**src/twrmg_ram.sv**
```systemverilog
// twrmg_ram: generic single-write, single-read ram with registered read
// no dependencies
module twrmg_ram #(
    parameter int unsigned WIDTH = 8,
    parameter int unsigned DEPTH = 16
) (
    input  logic                     i_clk,
    input  logic                     i_we,
    input  logic [$clog2(DEPTH)-1:0] i_waddr,
    input  logic [WIDTH-1:0]         i_wdata,
    input  logic                     i_re,
    input  logic [$clog2(DEPTH)-1:0] i_raddr,
    output logic [WIDTH-1:0]         o_rdata
);
    logic [WIDTH-1:0] r_mem [DEPTH];
    logic [WIDTH-1:0] r_rdata;

    // write port and registered read port
    always_ff @(posedge i_clk) begin
        if (i_we) begin
            r_mem[i_waddr] <= i_wdata;
        end
        if (i_re) begin
            r_rdata <= r_mem[i_raddr];
        end
    end

    assign o_rdata = r_rdata;
endmodule

```
**config.mk**
```make
export PLATFORM = sky130hd
export DESIGN_NAME = twrmg_ram
export DESIGN_NICKNAME = d
export VERILOG_FILES = /design/src/twrmg_ram.sv
export SDC_FILE = /design/constraint.sdc
export NUM_CORES = 1
export LEC_CHECK = 0
export CORE_ASPECT_RATIO = 0.6
export CORE_MARGIN = 1.5
export CORE_UTILIZATION = 56
export DETAILED_ROUTE_END_ITERATION = 12
export DONT_BUFFER_PORTS = 1
export HOLD_SLACK_MARGIN = 0.06
export PLACE_DENSITY = 0.74
export SYNTH_ARGS = -nofsm -noshare
export SYNTH_HDL_FRONTEND = slang
export SYNTH_SLANG_ARGS = --single-unit
```
**constraint.sdc**
```tcl
create_clock -name i_clk -period 2 [get_ports i_clk]
set_clock_uncertainty 0.2 [all_clocks]
set_input_delay 0.5 -clock i_clk [delete_from_list [all_inputs] [get_ports i_clk]]
set_output_delay 0.5 -clock i_clk [all_outputs]
set_load 0.005 [all_outputs]
```
==> impl_results.md <==
- Critical setup path kind: register to register
- CTS tree: yes
- Largest area contributor in the netlist: edfxtp_1
- Clk network pwr share: 0.452
- Multi-input gate area: between 1000 and 1500 sq um
- Switching share of power: 0.191
- DR pass1 iterations: 4
- Worst Hold Path Cells: 2
- Fin nets: 282
- Synthesized net count: 248
- Outcome: complete, no violations
- Detailed Place HPWL: 6010 microns
- Fill cell count: between 600 and 700
- Required time of the critical path: 1950 ps
- Post-synth cell types: 18
- Synth Register Bits: 136
- Via count: 2420
- Storage cell area: 4080 sq um
- ANT cells: 0
- Syn Std Cell Area: roughly 5200 sq um
- Hold Fails Final Rpt: 0
- Top cell type's share of synthesized area: 0.781
- CP startpoint kind: register
- Reg2reg path depth: 3
- Initial Utilization: 0.573
- DIE WIDTH: 128 microns
- Slew Limit Fails: 0
- Largest stage delay, worst path: 510 ps
- Final Core Density: 0.663
- Gate count of the mapped netlist: around 230
- Primary FF master, synth: edfxtp_1
- Sequential area share after synthesis: 0.781
- Max Cap Viol: 0
- Fraction of registers with async set/reset: 0
- Comb power frac: 0.035
- Max-slew headroom: 0.445
- Final min period: around 1700 ps
- Clock Latency Late Sink: between 400 and 500 ps
- Wire per inst: 25.2 microns
- Vias in the first global route: 2502
- Area growth from synthesis to layout: 15.6%
- Fmax: roughly 590 MHz
- Total GRT Usage: 0.222
- Syn avg cell area: 22.8 sq um
- H-tree depth: 4
- Core area: 9120 sq um
- Routed WL: 9880 microns
- Layout cells sized above 1: 0.217
- Hold Crit Class: primary input to register
- Largest net degree at the start of global routing: 33
- Cell-internal power: 5.11 mW
- CP Capture Type: register
- Worst-path clk slew: approximately 50 ps
- Crit path cell chain: mux4_1 > a22oi_1 > nand2_1
- Root Buffer: clkbuf_16
- Die ar.: 9940 sq um
- RSZ-0062 raised after global routing: false
- RD Place Congestion: between 0.7 and 0.8
- Arr. time, crit path: 1640 ps
- Setup-failing EPs final: 0
- CP delay by family, top: multiplexers
- Rows: 27
- IO Port Bufs: 0
- Switching power: 1.20 mW
- Yosys warnings: 0
- Iteration-0 DRC Markers: 251
- Via density: 6.17
- Post-route ant nets: 0
- Peak VDD IR: 0.766 mV
- Num ports: 27
- Final period utilization: 0.844
- Worst Tran Pin Value: between 800 and 900 ps
- Dominant cells by area after synthesis: edfxtp_1, mux4_2, mux4_1, a22oi_1, nor2_1
- Clk sinks: 136
- Global-route wire length before repair: 15000 microns
- CP bufs+invs: 0
- Die extent in y: 77.8 microns
- Worst-path fanout max: 1
- WP depth: 3
- Setup_tns: 0 ps
- DRC Markers: 0
- Critical-path top delay cell: mux4_1
- Clock Tree Buf Depth: 2
- Pleak: 2.00 nW
- Share of power burned in registers: 0.512
- CTS Buf Count: 17
- Post-synth EDFFs: 136
- Initial antenna violation count: 0
- Total gr overflow: 0
- Pwr dens: 1040 nW/um^2
- # Post-CTS Setup Buffers: 0
==> power by group through the flow <==
stage          clock, mW  sequential, mW  combinational [mW]
2_1_floorplan          0            3.28               0.162
3_3_place_gp           0            3.29               0.169
3_5_place_dp           0            3.29               0.172
4_1_cts             2.91            3.24               0.226
5_1_grt             3.02            3.24               0.242
6_report            2.86            3.23               0.224
==> metrics by stage <==
step                area [sq um]  setup WS [ps]  hold slack (ps)  cells  total power [mW]
global route                6040            251              245    392              6.50
CTS                         6040            302              240    392              6.37
detailed placement          5410            128              399    351              3.47
global placement            5410            143              400    351              3.46
finish                      6040            312              248    392              6.32
floorplan                   5230           17.6              399    229              3.45
==> worst paths after layout <==
kind,from,slack (ps),to
worst min-delay path,i_waddr[1],250,r_mem[0][4]$_DFFE_PP_
worst max-delay path,r_mem[1][5]$_DFFE_PP_,310,o_rdata[5]$_DFFE_PP_
worst min register to register,r_mem[12][3]$_DFFE_PP_,560,o_rdata[3]$_DFFE_PP_
worst max register to register,r_mem[1][5]$_DFFE_PP_,310,o_rdata[5]$_DFFE_PP_
==> state kept, by name, indices dropped and copies added (netlist names) <==
signal	flops
o_rdata	8
r_mem	128
==> cells in the final DEF (no fill, tap or decap), drive strengths merged <==
master       count
dlygate4sd3      9
clkinvlp         1
clkbuf          18
buf             16
bufinv           2
nor2b            1
mux4            32
nor2            13
nand2b           2
edfxtp         136
nand3            1
nand3b           2
a22oi           16
and2             1
nor3             4
nand2            9
clkinv          11
or3b             1
and2b            1
==> cells by family (layout without fill, tap and decap cells) <==
group / count (synthesis) / count (layout) / share of synthesized area
flip-flops: 136 / 136 / 0.781
AND/OR/NAND/NOR: 35 / 35 / 0.0314
multiplexers: 32 / 32 / 0.148
AO/OA/AOI/OAI: 16 / 16 / 0.0230
buffers and inverters: 10 / 57 / 0.0165
==> routing by layer <==
metal / vias up / GRT usage / wire length [microns]
li1: 1052 / - / -
met1: 1258 / 0.334 / 4590
met2: 102 / 0.309 / 4370
met3: 8 / 0.0779 / 820
met4: 0 / 0.0674 / 96
met5: - / 0 / 0
==> layout make-up <==
class                           count  share of cell area
Timing Repair Buffer               25              0.0348
Clock inverter                     14              0.0188
Tap cell                          116              0.0240
Clock buffer                       18              0.0710
Multi-Input combinational cell     83               0.176
Sequential cell                   136               0.676
==> synth_stat cells, types with 2 or more instances <==
cell and number:
a22oi_1 16, buf_2 3, buf_6 3, clkdlybuf4s25_2 3, edfxtp_1 136, mux4_1 14
mux4_2 18, nand2_1 9, nand2b_1 2, nand3b_1 2, nor2_1 13, nor3_1 4
==> what timing repair did <==
action	in CTS	in global routing
hold endpoints to repair	136	0
hold buffers	9	0
gates resized for setup	0	0
endpoints found under the setup margin	0	0
No activity file was read; power rests on OpenSTA's default activity.
